`src/hw/rtl/tsh_pkg.sv`:
```
// Shared types and constants of the trace-set header parser.
// No dependencies; used by tsh_parser, tsh_result and trace_set_header_parser.
package tsh_pkg;

  localparam int unsigned MAX_LENGTH_BYTES = 4;
  localparam logic [7:0]  FLOAT_CODING_RST = 8'd20;

  localparam logic [7:0]  TAG_TRACES  = 8'h41;
  localparam logic [7:0]  TAG_SAMPLES = 8'h42;
  localparam logic [7:0]  TAG_CODING  = 8'h43;
  localparam logic [7:0]  TAG_DATA    = 8'h44;
  localparam logic [7:0]  TAG_TITLE   = 8'h45;
  localparam logic [7:0]  TAG_YSCALE  = 8'h4C;
  localparam logic [7:0]  TAG_END     = 8'h5F;

  localparam logic [31:0] ONE_POINT_ZERO = 32'h3F80_0000;

  // seen flag bit positions
  localparam int unsigned SEEN_TRACES  = 0;
  localparam int unsigned SEEN_SAMPLES = 1;
  localparam int unsigned SEEN_CODING  = 2;

  typedef enum logic [1:0] {
    STATUS_OK      = 2'd0,
    STATUS_MISSING = 2'd1,
    STATUS_LEN_ERR = 2'd2
  } status_t;

  typedef struct packed {
    logic [31:0] traces;
    logic [31:0] samples;
    logic [31:0] coding;
    logic [31:0] yscale;
    logic [31:0] datasize;
    logic [31:0] titlesize;
    logic [2:0]  seen;
  } capt_t;

  typedef struct packed {
    logic        emit;
    logic        len_err;
    logic [31:0] offset;
  } evt_t;

  typedef struct packed {
    status_t     status;
    logic [31:0] trace_count;
    logic [31:0] sample_count;
    logic [31:0] coding_value;
    logic [31:0] y_scale_bits;
    logic [31:0] crypto_data_size;
    logic [31:0] title_len;
    logic [39:0] trace_bytes;
    logic [31:0] header_length;
  } res_t;

endpackage

```
`src/hw/rtl/trace_set_header_parser.sv`:
```
// Trace-set header parser, top level.
// Latency: a result word is registered at the edge that takes the byte that
// completes the end tag's value or carries a bad length; valid the next cycle.
// Throughput: one byte per cycle, held off only while a result word waits.
// Reset (rst_n low, synchronous): parser back to tag phase, captures cleared,
// float coding register back to 20, no result pending.
module trace_set_header_parser #(
  parameter int unsigned MAX_LENGTH_BYTES = tsh_pkg::MAX_LENGTH_BYTES
) (
  input  logic        clk,
  input  logic        rst_n,
  input  logic        cfg_wr_en,
  input  logic [7:0]  cfg_wr_data,
  input  logic        in_valid,
  output logic        in_ready,
  input  logic [7:0]  in_data_byte,
  input  logic        in_restart,
  output logic        out_valid,
  input  logic        out_ready,
  output logic [1:0]  out_status,
  output logic [31:0] out_trace_count,
  output logic [31:0] out_sample_count,
  output logic [31:0] out_coding_value,
  output logic [31:0] out_y_scale_bits,
  output logic [31:0] out_crypto_data_size,
  output logic [31:0] out_title_len,
  output logic [39:0] out_trace_bytes,
  output logic [31:0] out_header_length
);
  import tsh_pkg::*;

  logic  take;
  capt_t capt;
  evt_t  evt;
  res_t  res;

  assign in_ready = !out_valid || out_ready;
  assign take     = in_valid && in_ready;

  tsh_parser #(
    .MaxLenBytes (MAX_LENGTH_BYTES)
  ) u_parser (
    .clk         (clk),
    .rst_n       (rst_n),
    .cfg_wr_en   (cfg_wr_en),
    .cfg_wr_data (cfg_wr_data),
    .take        (take),
    .data_byte   (in_data_byte),
    .restart     (in_restart),
    .capt        (capt),
    .evt         (evt)
  );

  tsh_result u_result (
    .clk       (clk),
    .rst_n     (rst_n),
    .clear     (take && in_restart),
    .capt      (capt),
    .evt       (evt),
    .out_ready (out_ready),
    .out_valid (out_valid),
    .res       (res)
  );

  assign out_status           = res.status;
  assign out_trace_count      = res.trace_count;
  assign out_sample_count     = res.sample_count;
  assign out_coding_value     = res.coding_value;
  assign out_y_scale_bits     = res.y_scale_bits;
  assign out_crypto_data_size = res.crypto_data_size;
  assign out_title_len        = res.title_len;
  assign out_trace_bytes      = res.trace_bytes;
  assign out_header_length    = res.header_length;

endmodule

```
`src/hw/rtl/tsh_parser.sv`:
```
// Byte-level header parser: tag/length/value walk, captures and byte count.
// Depends on tsh_pkg.
module tsh_parser #(
  parameter int unsigned MaxLenBytes = tsh_pkg::MAX_LENGTH_BYTES
) (
  input  logic          clk,
  input  logic          rst_n,
  input  logic          cfg_wr_en,
  input  logic [7:0]    cfg_wr_data,
  input  logic          take,
  input  logic [7:0]    data_byte,
  input  logic          restart,
  output tsh_pkg::capt_t capt,
  output tsh_pkg::evt_t  evt
);
  import tsh_pkg::*;

  localparam int unsigned LW = $clog2(MaxLenBytes + 1);

  typedef enum logic [2:0] {
    PH_TAG, PH_LEN, PH_EXTLEN, PH_VALUE, PH_DONE
  } phase_t;

  phase_t      phase_r, phase_nxt;
  logic [7:0]  tag_r, tag_nxt;
  logic [LW-1:0] left_r, left_nxt;
  logic [31:0] vlen_r, vlen_nxt;
  logic [31:0] vidx_r, vidx_nxt;
  logic [31:0] acc_r, acc_nxt;
  logic [31:0] off_r, off_nxt;
  logic [7:0]  fcode_r, fcode_nxt;
  capt_t       capt_r, capt_nxt;
  logic        emit, len_err;

  always_comb begin
    logic        fin;
    logic [31:0] fin_val;
    logic [31:0] shifted;
    logic [31:0] acc_new;
    logic [31:0] len_new;
    logic [6:0]  n;

    phase_nxt = phase_r;
    tag_nxt   = tag_r;
    left_nxt  = left_r;
    vlen_nxt  = vlen_r;
    vidx_nxt  = vidx_r;
    acc_nxt   = acc_r;
    off_nxt   = off_r;
    capt_nxt  = capt_r;
    fcode_nxt = cfg_wr_en ? cfg_wr_data : fcode_r;
    emit      = 1'b0;
    len_err   = 1'b0;
    fin       = 1'b0;
    fin_val   = '0;
    n         = data_byte[6:0];
    shifted   = {24'b0, data_byte} << {vidx_r[1:0], 3'b000};
    acc_new   = (vidx_r < 32'd4) ? (acc_r | shifted) : acc_r;
    len_new   = vlen_r | shifted;

    if (take) begin
      if (restart) begin
        // restart byte is the tag of a fresh header
        phase_nxt = PH_LEN;
        tag_nxt   = data_byte;
        left_nxt  = '0;
        vlen_nxt  = '0;
        vidx_nxt  = '0;
        acc_nxt   = '0;
        off_nxt   = 32'd1;
        capt_nxt  = '0;
      end else if (phase_r != PH_DONE) begin
        off_nxt = off_r + 32'd1;
        unique case (phase_r)
          PH_TAG: begin
            tag_nxt   = data_byte;
            phase_nxt = PH_LEN;
          end
          PH_LEN: begin
            if (data_byte[7]) begin
              if (32'(n) > 32'(MaxLenBytes)) begin
                emit      = 1'b1;
                len_err   = 1'b1;
                phase_nxt = PH_DONE;
              end else begin
                vlen_nxt = '0;
                vidx_nxt = '0;
                acc_nxt  = '0;
                if (n == 7'd0) begin
                  fin = 1'b1;
                end else begin
                  left_nxt  = n[LW-1:0];
                  phase_nxt = PH_EXTLEN;
                end
              end
            end else begin
              vlen_nxt = {24'b0, data_byte};
              vidx_nxt = '0;
              acc_nxt  = '0;
              if (data_byte == 8'd0) fin = 1'b1;
              else phase_nxt = PH_VALUE;
            end
          end
          PH_EXTLEN: begin
            vlen_nxt = len_new;
            vidx_nxt = vidx_r + 32'd1;
            left_nxt = left_r - LW'(1);
            if (left_r == LW'(1)) begin
              vidx_nxt = '0;
              acc_nxt  = '0;
              if (len_new == 32'd0) fin = 1'b1;
              else phase_nxt = PH_VALUE;
            end
          end
          PH_VALUE: begin
            acc_nxt  = acc_new;
            vidx_nxt = vidx_r + 32'd1;
            if (vidx_r + 32'd1 == vlen_r) begin
              fin     = 1'b1;
              fin_val = acc_new;
            end
          end
          default: phase_nxt = PH_DONE;
        endcase

        if (fin) begin
          case (tag_r)
            TAG_TRACES: begin
              capt_nxt.traces = fin_val;
              capt_nxt.seen[SEEN_TRACES] = 1'b1;
            end
            TAG_SAMPLES: begin
              capt_nxt.samples = fin_val;
              capt_nxt.seen[SEEN_SAMPLES] = 1'b1;
            end
            TAG_CODING: begin
              capt_nxt.coding = fin_val;
              capt_nxt.seen[SEEN_CODING] = 1'b1;
              if (fin_val == {24'b0, fcode_r}) capt_nxt.yscale = ONE_POINT_ZERO;
            end
            TAG_DATA:   capt_nxt.datasize  = fin_val;
            TAG_TITLE:  capt_nxt.titlesize = fin_val;
            TAG_YSCALE: capt_nxt.yscale    = fin_val;
            default: ;
          endcase
          if (tag_r == TAG_END) begin
            emit      = 1'b1;
            phase_nxt = PH_DONE;
          end else begin
            phase_nxt = PH_TAG;
          end
        end
      end
    end
  end

  always_ff @(posedge clk) begin
    if (!rst_n) begin
      phase_r <= PH_TAG;
      tag_r   <= '0;
      left_r  <= '0;
      vlen_r  <= '0;
      vidx_r  <= '0;
      acc_r   <= '0;
      off_r   <= '0;
      capt_r  <= '0;
      fcode_r <= FLOAT_CODING_RST;
    end else begin
      phase_r <= phase_nxt;
      tag_r   <= tag_nxt;
      left_r  <= left_nxt;
      vlen_r  <= vlen_nxt;
      vidx_r  <= vidx_nxt;
      acc_r   <= acc_nxt;
      off_r   <= off_nxt;
      capt_r  <= capt_nxt;
      fcode_r <= fcode_nxt;
    end
  end

  // captures seen by the result stage are the ones before this word; the end
  // tag and a length error never change them
  assign capt        = capt_r;
  assign evt.emit    = emit;
  assign evt.len_err = len_err;
  assign evt.offset  = off_nxt;

  a_done_after_emit: assert property (@(posedge clk) disable iff (!rst_n)
    emit |=> phase_r == PH_DONE)
    else $error("parser not stopped after result");

  a_done_quiet: assert property (@(posedge clk) disable iff (!rst_n)
    (phase_r == PH_DONE && !(take && restart)) |-> !emit && off_nxt == off_r)
    else $error("word counted after result");

  a_left_range: assert property (@(posedge clk) disable iff (!rst_n)
    phase_r == PH_EXTLEN |-> left_r != '0 && 32'(left_r) <= 32'(MaxLenBytes))
    else $error("length byte count out of range");

endmodule

```
`src/hw/rtl/tsh_result.sv`:
```
// Result register: status, trace record size and output hold.
// Depends on tsh_pkg; fed by tsh_parser.
module tsh_result (
  input  logic           clk,
  input  logic           rst_n,
  input  logic           clear,
  input  tsh_pkg::capt_t capt,
  input  tsh_pkg::evt_t  evt,
  input  logic           out_ready,
  output logic           out_valid,
  output tsh_pkg::res_t  res
);
  import tsh_pkg::*;

  logic [35:0] prod_r, prod_nxt;
  logic        valid_r, valid_nxt;
  res_t        res_r, res_nxt;
  status_t     status;

  // samples * bytes-per-sample, registered from the captures; a capture can
  // never be followed by a result in the next word
  assign prod_nxt = clear ? '0 : capt.samples * {32'b0, capt.coding[3:0]};

  always_comb begin
    if (evt.len_err)
      status = STATUS_LEN_ERR;
    else if (capt.seen != 3'b111 || capt.coding == 32'd0)
      status = STATUS_MISSING;
    else
      status = STATUS_OK;
  end

  always_comb begin
    res_nxt   = res_r;
    valid_nxt = valid_r && !out_ready;
    if (evt.emit) begin
      valid_nxt                = 1'b1;
      res_nxt.status           = status;
      res_nxt.trace_count      = capt.traces;
      res_nxt.sample_count     = capt.samples;
      res_nxt.coding_value     = capt.coding;
      res_nxt.y_scale_bits     = capt.yscale;
      res_nxt.crypto_data_size = capt.datasize;
      res_nxt.title_len        = capt.titlesize;
      res_nxt.trace_bytes      = 40'(prod_r) + 40'(capt.datasize) + 40'(capt.titlesize);
      res_nxt.header_length    = evt.offset;
    end
  end

  always_ff @(posedge clk) begin
    if (!rst_n) begin
      valid_r <= 1'b0;
      prod_r  <= '0;
    end else begin
      valid_r <= valid_nxt;
      prod_r  <= prod_nxt;
    end
  end

  always_ff @(posedge clk) begin
    res_r <= res_nxt;
  end

  assign out_valid = valid_r;
  assign res       = res_r;

  a_no_overrun: assert property (@(posedge clk) disable iff (!rst_n)
    evt.emit |-> !valid_r || out_ready)
    else $error("result word overwritten");

  a_emit_shows: assert property (@(posedge clk) disable iff (!rst_n)
    evt.emit |=> valid_r)
    else $error("result word lost");

  a_ok_coding: assert property (@(posedge clk) disable iff (!rst_n)
    (valid_r && res_r.status == STATUS_OK) |-> res_r.coding_value != 32'd0)
    else $error("ok status with zero coding");

endmodule

```
`config.mk`:
```
export PLATFORM = sky130hd
export DESIGN_NAME = trace_set_header_parser
export DESIGN_NICKNAME = d
export VERILOG_FILES = /design/src/hw/rtl/tsh_pkg.sv /design/src/hw/rtl/trace_set_header_parser.sv /design/src/hw/rtl/tsh_parser.sv /design/src/hw/rtl/tsh_result.sv
export SDC_FILE = /design/constraint.sdc
export NUM_CORES = 1
export LEC_CHECK = 0
export BUFFER_PORTS_ARGS = -buffer_cell sky130_fd_sc_hd__buf_2
export CORE_ASPECT_RATIO = 1.1
export CORE_UTILIZATION = 37
export CTS_CLUSTER_DIAMETER = 30
export DETAILED_ROUTE_END_ITERATION = 8
export GPL_TIMING_DRIVEN = 0
export HOLD_SLACK_MARGIN = 0.12
export PLACE_DENSITY = 0.63
export SLEW_MARGIN = 20
export SYNTH_ARGS = -nofsm -noshare
export SYNTH_HDL_FRONTEND = slang
export SYNTH_HIERARCHICAL = 1
export SYNTH_SLANG_ARGS = --single-unit
```
`constraint.sdc`:
```
create_clock -name clk -period 11.2 [get_ports clk]
set_input_delay 0.56 -clock clk [delete_from_list [all_inputs] [get_ports clk]]
set_output_delay 0.56 -clock clk [all_outputs]
set_load 0.03 [all_outputs]
```
* Word level (Yosys, flattened, before mapping)
Cells that the tools add are included.
W data, S select, Z words.
** Word-level totals
- Bits of input ports :: 22
- Output and inout bits :: 268
- Register bits :: 648
- Logic and storage cells :: 182
** Operators by class
- Reduce and logical (&&, ||, !) cells :: 36
- Shift operators :: 1
- Multipliers :: 1
- Eq/ne operators :: 26
- Add/sub/neg operators :: 5
- $lt $le $gt $ge :: 2
- Multiplexer cells :: 80
- Bitwise logic cells :: 3
** Operators by type and width (count)
- $mux W32 :: 26
- $mux W195 :: 3
- $pmux W32 S3 :: 2
- $pmux W32 S2 :: 2
- $add A32 B1 Y32 const B :: 2
- $logic_not A32 Y1 :: 2
- $or A32 B32 Y32 :: 2
- $eq A8 B7 Y1 const B :: 7
- $mux W3 :: 15
- $add A40 B32 Y40 :: 1
- $add A36 B32 Y37 :: 1
- $mul A32 B4 Y36 :: 1
- $eq A32 B32 Y1 :: 1
- $eq A32 B8 Y1 :: 1
- $lt A32 B3 Y1 const B :: 1
- $shl A8 B5 Y32 :: 1
- $reduce_and A4 Y1 :: 7
- $mux W1 :: 26
- $mux W8 :: 3
- $reduce_bool A2 Y1 :: 8
- $ne A3 B3 Y1 const B :: 5
- $pmux W3 S4 :: 1
- $reduce_and A5 Y1 :: 2
- $ne A3 B2 Y1 const B :: 3
- other kinds (23) :: 31

* Longest topological paths before layout
Gate-level depths: netlist (run 1).
- Word-level depth :: 14
- Gate-level depth with buffers :: 16
- Mapped depth without buffers :: 14

* By module
Netlist (run 1), hierarchy kept.
** Modules (own cells, without submodules)
- tsh_parser :: times used 1, cells each 1902, seq. area each 6906.6 um2, area an instance 15528.6 um2
- tsh_result :: times used 1, cells each 1197, seq. area each 8638.3 um2, area an instance 15459.8 um2
- trace_set_header_parser :: times used 1, cells each 3, seq. area each 0.0 um2, area an instance 26.3 um2

* Least setup slack after synthesis (run 1)
OpenSTA, ideal clock, no wires.
- Path kind :: register to register
- Start :: register u_parser.vidx_r[1]
- End :: register u_result.res_r, in the netlist u_result/res[0] (enable)
- Arrival :: 4.785 ns
- Stages on the path, launching flop included :: 14
- Buffers on the path :: 2
- Slack :: 5.974 ns
- Library setup time :: 0.441 ns
- Data required time :: 10.759 ns
- Clock period less this slack :: 5.226 ns
- Path through :: dfxtp_1 -> ha_1 -> clkbuf_1 -> and4_1 -> nand4_1 -> or4b_2 -> a31oi_1 -> or2_2 -> and4bb_4 -> nand3_1 -> o21ai_0 -> nand2_1 -> a211oi_1 -> buf_4
** Between the ends
- Cells in the longest elaborated chain, start to end :: 13
- Elaborated cells between the ends (all ways) :: 16
- Those cells by class :: add/sub (1); eq/ne (1); shift (1); mux (11); bitwise (1); reduce/logical (1)
** Ends and longest elaborated chain
- from (decl) :: line tsh_parser.sv:28 : logic [31:0] vidx_r, vidx_nxt;
- from (signal assigned) :: line tsh_parser.sv:173 : vidx_r <= vidx_nxt;
- parallel branches: the longest is 5 deep, another holds $add A32 B1 Y32
- $pmux W1 S3 * :: line tsh_parser.sv:74 : unique case (phase_r)
- $mux W1 * :: line tsh_parser.sv:72 : end else if (phase_r != PH_DONE) begin
- $mux W1 * :: line tsh_parser.sv:62 : if (restart) begin
- $mux W1 * :: line tsh_parser.sv:61 : if (take) begin
- $mux W1 * :: line tsh_parser.sv:126 : if (fin) begin
- $mux W1 * :: line tsh_parser.sv:72
- $mux W1 * :: line tsh_parser.sv:62
- $mux W1 * :: line tsh_parser.sv:61
- net u_parser.emit :: line tsh_parser.sv:33 : logic emit, len_err;
- to (signal assigned) :: line tsh_result.sv:61 : res_r <= res_nxt;
- to (decl) :: line tsh_result.sv:17 : res_t res_r, res_nxt;
Mark *: on every way through the listed nets, which the timed path passes. The select of a mux whose other input is x is not followed.
A chain may end at the register's enable or synchronous reset.

* Final worst setup path (run 1)
- Start :: register u_parser.vidx_r[6]
- End :: register u_result.res_r, in the netlist u_result/res[110] (enable)
** Between the ends
- Cells in the longest elaborated chain, start to end :: 11
** Ends and longest elaborated chain
- $add A32 B1 Y32 :: line tsh_parser.sv:118 : if (vidx_r + 32'd1 == vlen_r) begin
- $eq A32 B32 Y1 :: line tsh_parser.sv:118
- $mux W1 :: line tsh_parser.sv:118
- $pmux W1 S3 :: line tsh_parser.sv:74
- $mux W1 :: line tsh_parser.sv:72
- $mux W1 :: line tsh_parser.sv:62
- $mux W1 :: line tsh_parser.sv:61
- $mux W1 :: line tsh_parser.sv:126
- $mux W1 :: line tsh_parser.sv:72
- $mux W1 :: line tsh_parser.sv:62
- $mux W1 :: line tsh_parser.sv:61
- net u_parser.emit :: line tsh_parser.sv:33
The timed path passes the listed nets, and every way through them passes these cells. The select of a mux whose other input is x is not followed.

==> results of run 1 <==
[cell families (layout without fill, tap and decap cells)]
kind of cell / count (synthesis) / in the layout / share of synthesized area (%)
AOI/OAI and AO/OA: 643 / 643 / 12.8
other: 1 / 3 / 0.0121
and+or+nand+nor: 1086 / 1086 / 17.5
DFF: 645 / 645 / 50.1
buffers and inverters: 366 / 905 / 4.85
adders and majority gates: 169 / 169 / 9.07
xor gates and xnor gates: 135 / 135 / 3.84
muxes: 57 / 57 / 1.84
[worst max-delay path by stage]
stage / startpoint / endpoint / slack [ns]
after floorplan: u_parser/vidx_r[1] / u_result/res[0] / 5.97
after global placement: u_parser/vidx_r[6] / u_result/res[110] / 3.64
after detailed placement: u_parser/vidx_r[6] / u_result/res[110] / 5.50
after CTS: u_parser/vidx_r[6] / u_result/res[110] / 5.48
after global routing: u_parser/vidx_r[1] / u_result/res[104] / 5.11
final: u_parser/vidx_r[6] / u_result/res[110] / 5.29
[per-layer routing]
layer  track usage, %  part of all wire [%]  vias up
met4             10.7                   4.1        0
met2             39.2                    48     1056
met1             29.0                    41    12200
li1                 -                     -    11900
met3             5.59                   7.1      227
met5                0                     0        -
[Yosys cell counts (all sizes together) (8+ instances only)]
master   number  area, um2
dfxtp       382       7650
nor2        293       1100
edfxtp      263       7900
o21ai       233       1170
nand2       199        749
a21oi       184        925
inv         180        676
nand3       180        906
clkbuf      130        492
and2        120        751
fa           93       1860
xnor2        80        708
ha           76        951
nor3         76        390
mux2i        56        561
buf          55        327
xor2         55        482
nand4        52        332
nor4         48        319
a22oi        36        284
o2bb2ai      33        289
a31oi        24        171
a21o         22        168
nand2b       18        120
and3         17        106
a211oi       15        123
nor2b        13       81.3
or3          13       86.3
or4          13        105
and4         12        106
o21a         12       90.1
o21bai       11       82.6
o211ai        9       67.6
a41oi         8       96.4
[worst register-to-register path, cell delays in order (launching register included)]
cell and delay [ns]:
dfxtp_1 0.29, buf_2 0.19, nand3_2 0.21, buf_2 0.26
nor4_1 0.85, a21oi_1 0.19, or4b_1 0.63, nor4bb_1 0.82
nand3_1 0.41, o21ai_0 0.34, nand2_1 0.12, a211oi_1 0.37
buf_8 0.38, buf_16 0.41
[report_power, final]
part	leakage [nW]	internal (mW)	switching, mW
registers	5.73	2.46	0.0108
clock network	2.33	2.73	1.42
logic	7.55	0.0466	0.159
total	15.6	5.24	1.59
[stage by stage]
step	std cells	util, %	cell area (um2)	setup WS (ns)	total power, mW
finish	4716	46.6	38800	5.29	6.83
global route	4716	46.6	38800	5.11	7.02
CTS	4716	46.6	38800	5.48	6.88
detailed placement	4465	40.8	33900	5.50	2.71
global placement	4460	40.6	33800	3.64	2.71
floorplan	3104	-	31000	5.97	2.63
[timing repair]
action | CTS | global route
hold endpoints to repair | 1 | 0
endpoints found under the setup margin | 0 | 0
hold buffers | 1 | 0
buffers inserted | 0 | 0
[state kept, by name, indices dropped and copies added (netlist names)]
register            cells
u_parser/left_r         3
u_parser/off_r         32
u_parser/acc_r         32
u_result/prod_r        36
u_parser/vlen_r        32
u_parser/fcode_r        8
u_parser/phase_r        3
u_result/out_valid      1
u_result/res          263
u_parser/vidx_r        32
u_parser/tag_r          8
u_parser/capt         195
[area by class of cell]
class	instances	area, um2	share of cell area (%)
Sequential cell	645	15500	40.1
Clock buffer	164	3640	9.38
Tap cell	1073	1340	3.46
Clock inverter	86	1230	3.16
Multi-Input combinational cell	2093	14000	36.1
Timing Repair Buffer	289	1530	3.93
Buffer	186	836	2.15
Inverter	180	676	1.74
==> impl_metrics.tcl, run 1 <==
set metrics [dict create \
    run_status "complete, no violations" \
    skew_ns 0.0715 \
    cp_max_fo 80 \
    vias_per_cell 5.38 \
    yosysSeqAreaShare_pct 50.1 \
    required_ns 11.56 \
    cts_buffer_depth 3 \
    place_hpwl_um 76100 \
    p_per_area_mw_per_mm2 176 \
    rsz0062_at_grt "no" \
    die_h_um 306 \
    min_period_ns 5.91 \
    die_area_mm2 0.0850 \
    port-buffer-count 283 \
    via_count 25400 \
    crit_path_frequent_cell "buf_2" \
    cp_num_cells 13 \
    syn_inst 3102 \
    synthArstFlopShare_pct 0 \
    hold_viol 0 \
    grt_pass1_vias 24600 \
    arrival_ns 6.27 \
    slowest_stage "nor4_1" \
    final_common_cell "dfxtp_1" \
    regToRegSetupSlack_ns 5.29 \
    finalSetupViolCount 0 \
    ys_ff_latch 645 \
    rr_startpoint "u_parser/vidx_r[6]" \
    chipWidth_um 278 \
    clk_pin_slew_ns 0.05 \
    rows 111 \
    cp-end-kind "flop" \
    clk_latency_ns 0.75 \
    relSlewSlack_pct 16.7 \
    cts_inserted_buffers 135 \
    cts.repair.resized 0 \
    area_growth_syn_to_layout_pct 25.1 \
    slew_viol_final 0 \
    cts-root-buf "clkbuf_16" \
    grt_overflow 0 \
    start_util_pct 37.3 \
    power.leakage_nw 15.6 \
    whs_path_depth 3 \
    ioPinCount 290 \
    drive_above_1_share_pct 16.7 \
    final_cell_mix "dfxtp_1, buf_2, nor2_1" \
    track_usage_pct 23.6 \
    fin_nets 3721 \
    crit_type "reg -> reg" \
    hold_slack_ns 0.150 \
    slowest_delay_ns 0.85 \
    fmax_mhz 169 \
    cts_tree "done" \
    h-tree-depth 4 \
    globalplace.congestion 0.936 \
    drtIter0Drc 2156 \
    dr.pass1.iters 5 \
    min_from "cfg_wr_data[5]" \
    worstMarginPinSlew_ns 1.24 \
    drc 0 \
    setup_tns_ns 0 \
    antennaDiodeCount 0 \
    fillers 7817 \
    synth-main-ff-cell "dfxtp_1" \
    hp-class "in -> reg" \
    wl_per_cell_um 21.5 \
    synth_area_mm2 0.0310 \
    grt_start_max_net_pins 81 \
    cp_num_buf_inv 4 \
    cpLargestDelayFamily "simple AND/OR/NAND/NOR gates" \
    cts.sinks 645 \
    synth-edff-count 263 \
    routed_wl_um 101000 \
    synth_warnings 6 \
    peakVddDrop_uv 116 \
    synth_cell_types 99 \
    worstRegToRegCells 13 \
    grt_pass1_wl_um 151000 \
    ant_nets 0 \
    coreArea_mm2 0.0832 \
    min_to "u_parser/fcode_r[5]" \
    crit_path_cell_trace "buf_2, nand3_2, buf_2, nor4_1, a21oi_1, or4b_1, nor4bb_1, nand3_1, o21ai_0, nand2_1, a211oi_1, buf_8, buf_16" \
    antenna_found_initial 5 \
    cp-start-kind "flop" \
    fin_crit_sh_pct 52.8 \
    r2r-end "u_result/res[110]" \
    syn_avg_cell_area_um2 10.0 \
    cap_violations 0 \
]
(Power assumes the default switching activity.)
==> run 2, diff against run 1 <==
- clock period: 11.2 -> 5.9 ns (I/O delays scaled with it)
==> run 2 against run 1 <==
  * Via count rose by 0.22%
  * Hold slack better by 0.015 ns
  * Power up 90%
  * Core utilization grew 0.13 points
  * Register-to-register slack worse by 5.1 ns
  * Clock-buffer cell count unchanged
  * Fmax is 3.8% higher
  * Critical endpoint is now u_result/out_valid
  * Largest power group unchanged
==> impl_metrics.tcl, run 2 (synthesis results as in run 1) <==
set metrics [dict create \
    min_period_ns 5.69 \
    power.leakage_nw 15.7 \
    cts_buffer_depth 3 \
    fin_area_mm2 0.0389 \
    p_comb_share_pct 3.0 \
    post_cts_buffers 0 \
    ioPinCount 290 \
    vias_per_cell 5.39 \
    crit_path_frequent_cell "buf_2" \
    die_h_um 306 \
    final_common_cell "dfxtp_1" \
    slew_viol_final 0 \
    drc 0 \
    p_clk_share_pct 60.9 \
    routed_wl_um 102000 \
    seqPwrFrac_pct 36.1 \
    cp-start-kind "flop" \
    p_total_mw 13.0 \
    h-tree-depth 4 \
    crit_type "reg -> reg" \
    slowest_stage "nor4_1" \
    rr_startpoint "u_parser/vidx_r[6]" \
    drive_above_1_share_pct 16.7 \
    crit_end "u_result/out_valid" \
    coreArea_mm2 0.0832 \
    dr.pass1.iters 8 \
    fin_nets 3731 \
    placed_cell_area_mm2 0.0339 \
    crit_start "u_parser/vidx_r[6]" \
    skew_ns 0.0711 \
    netSwitchingPower_mw 3.03 \
    area_growth_syn_to_layout_pct 25.5 \
    cts-root-buf "clkbuf_16" \
    worstRegToRegCells 14 \
    fmax_mhz 176 \
    final_core_util_pct 46.8 \
    wl_per_cell_um 21.5 \
    drtIter0Drc 2109 \
    clk_pin_slew_ns 0.05 \
    cp-end-kind "flop" \
    p_per_area_mw_per_mm2 333 \
    grt_overflow 0 \
    largest_reg_flops 263 \
    cts.sinks 645 \
    cts_tree "done" \
    peakVddDrop_uv 221 \
    placed_cells 4465 \
    antennaDiodeCount 0 \
    start_util_pct 37.3 \
    grt_start_max_net_pins 81 \
    cap_violations 0 \
    fillers 7812 \
    required_ns 6.52 \
    cts_inserted_buffers 135 \
    cp_max_fo 42 \
    grt_pass1_wl_um 151000 \
    r2r-end "u_result/out_valid" \
    run_status "complete, no violations" \
    hold_viol 0 \
    p_int_mw 9.95 \
    antenna_found_initial 5 \
    globalplace.congestion 0.936 \
    fin_crit_sh_pct 96.5 \
    swShare_pct 23.3 \
    worstMarginPinSlew_ns 1.13 \
    arrival_ns 6.32 \
    place_hpwl_um 76100 \
    grt_pass1_vias 24600 \
    rows 111 \
    fin_cells 4726 \
    regToRegSetupSlack_ns 0.21 \
    final_cell_mix "dfxtp_1, buf_2, nor2_1" \
    ant_nets 0 \
    die_area_mm2 0.0850 \
    port-buffer-count 283 \
    track_usage_pct 23.6 \
    rsz0062_at_grt "no" \
    relSlewSlack_pct 24.0 \
    chipWidth_um 278 \
    clk_latency_ns 0.75 \
    hp-class "in -> reg" \
    slowest_delay_ns 0.84 \
    finalSetupViolCount 0 \
    crit_path_cell_trace "buf_2, nand3_2, buf_2, nor4_1, a21oi_1, or4b_1, nor4bb_2, nand3_1, o21ai_0, nand2_1, a211oi_1, buf_8, o21a_1, dlygate4sd3_1" \
    via_count 25500 \
]
[run 2: changes by cell type in the layout (fill, tap and decap cells not counted), sizes merged]
| cell | change |
|---|---|
| dlygate4sd3 | +10 |
[run 2: repair_timing]
| item | in CTS | in global routing |
|---|---|---|
| hold buffers | 11 | 0 |
| hold endpoints to repair | 10 | 0 |
| endpoints found under the setup margin | 0 | 226 |
| resized for setup | 0 | 1 |
[run 2: through the flow]
step / TNS, ns / setup WS [ns] / hold slack, ns
3_5_place_dp: 0 / 0.204 / 0.417
3_3_place_gp: -425.46 / -1.66 / 0.414
4_1_cts: 0 / 0.133 / 0.123
5_1_grt: 0 / 0.00739 / 0.162
6_report: 0 / 0.205 / 0.165
2_1_floorplan: 0 / 0.674 / 0.408
[run 2: worst min-delay path by stage]
stage	start	end	slack, ns	cells after the start
finish	in_restart	u_parser/left_r[0]	0.16	4
global placement	u_parser/capt[182]	u_result/res[251]	0.41	0
global route	cfg_wr_en	u_parser/fcode_r[2]	0.16	3
detailed placement	u_parser/capt[193]	u_result/res[262]	0.42	0
CTS	in_restart	u_parser/left_r[0]	0.12	4
floorplan	u_parser/capt[163]	u_result/res[232]	0.41	0
[run 2: metal layers]
metal	track usage (%)	vias up	routed length, um
met4	10.7	0	4050
met5	0	-	0
li1	-	11900	-
met2	39.2	1081	48500
met1	29.0	12300	41600
met3	5.59	219	7390
[run 2: worst max-delay path: cells and delay by family (launching register included)]
| kind | cells | cell delay, ns |
|---|---|---|
| compound gates | 4 | 1.08 |
| simple gates | 6 | 2.77 |
| flops | 1 | 0.29 |
| buf+inv | 4 | 1.36 |
[run 2: cell type report]
class / instances / area [um2] / area share (%)
Sequential cell: 645 / 15500 / 40.0
Multi-Input combinational cell: 2093 / 14000 / 36.0
Clock buffer: 164 / 3640 / 9.36
Timing Repair Buffer: 299 / 1630 / 4.18
Tap cell: 1073 / 1340 / 3.45
Clock inverter: 86 / 1230 / 3.15
Buffer: 186 / 836 / 2.15
Inverter: 180 / 676 / 1.74
[run 2: power groups by stage]
stage / Combinational [mW] / Sequential [mW] / Clock (mW)
6_report: 0.395 / 4.68 / 7.90
5_1_grt: 0.419 / 4.68 / 8.24
4_1_cts: 0.391 / 4.68 / 8.00
3_5_place_dp: 0.384 / 4.77 / 0
3_3_place_gp: 0.379 / 4.77 / 0
2_1_floorplan: 0.198 / 4.80 / 0
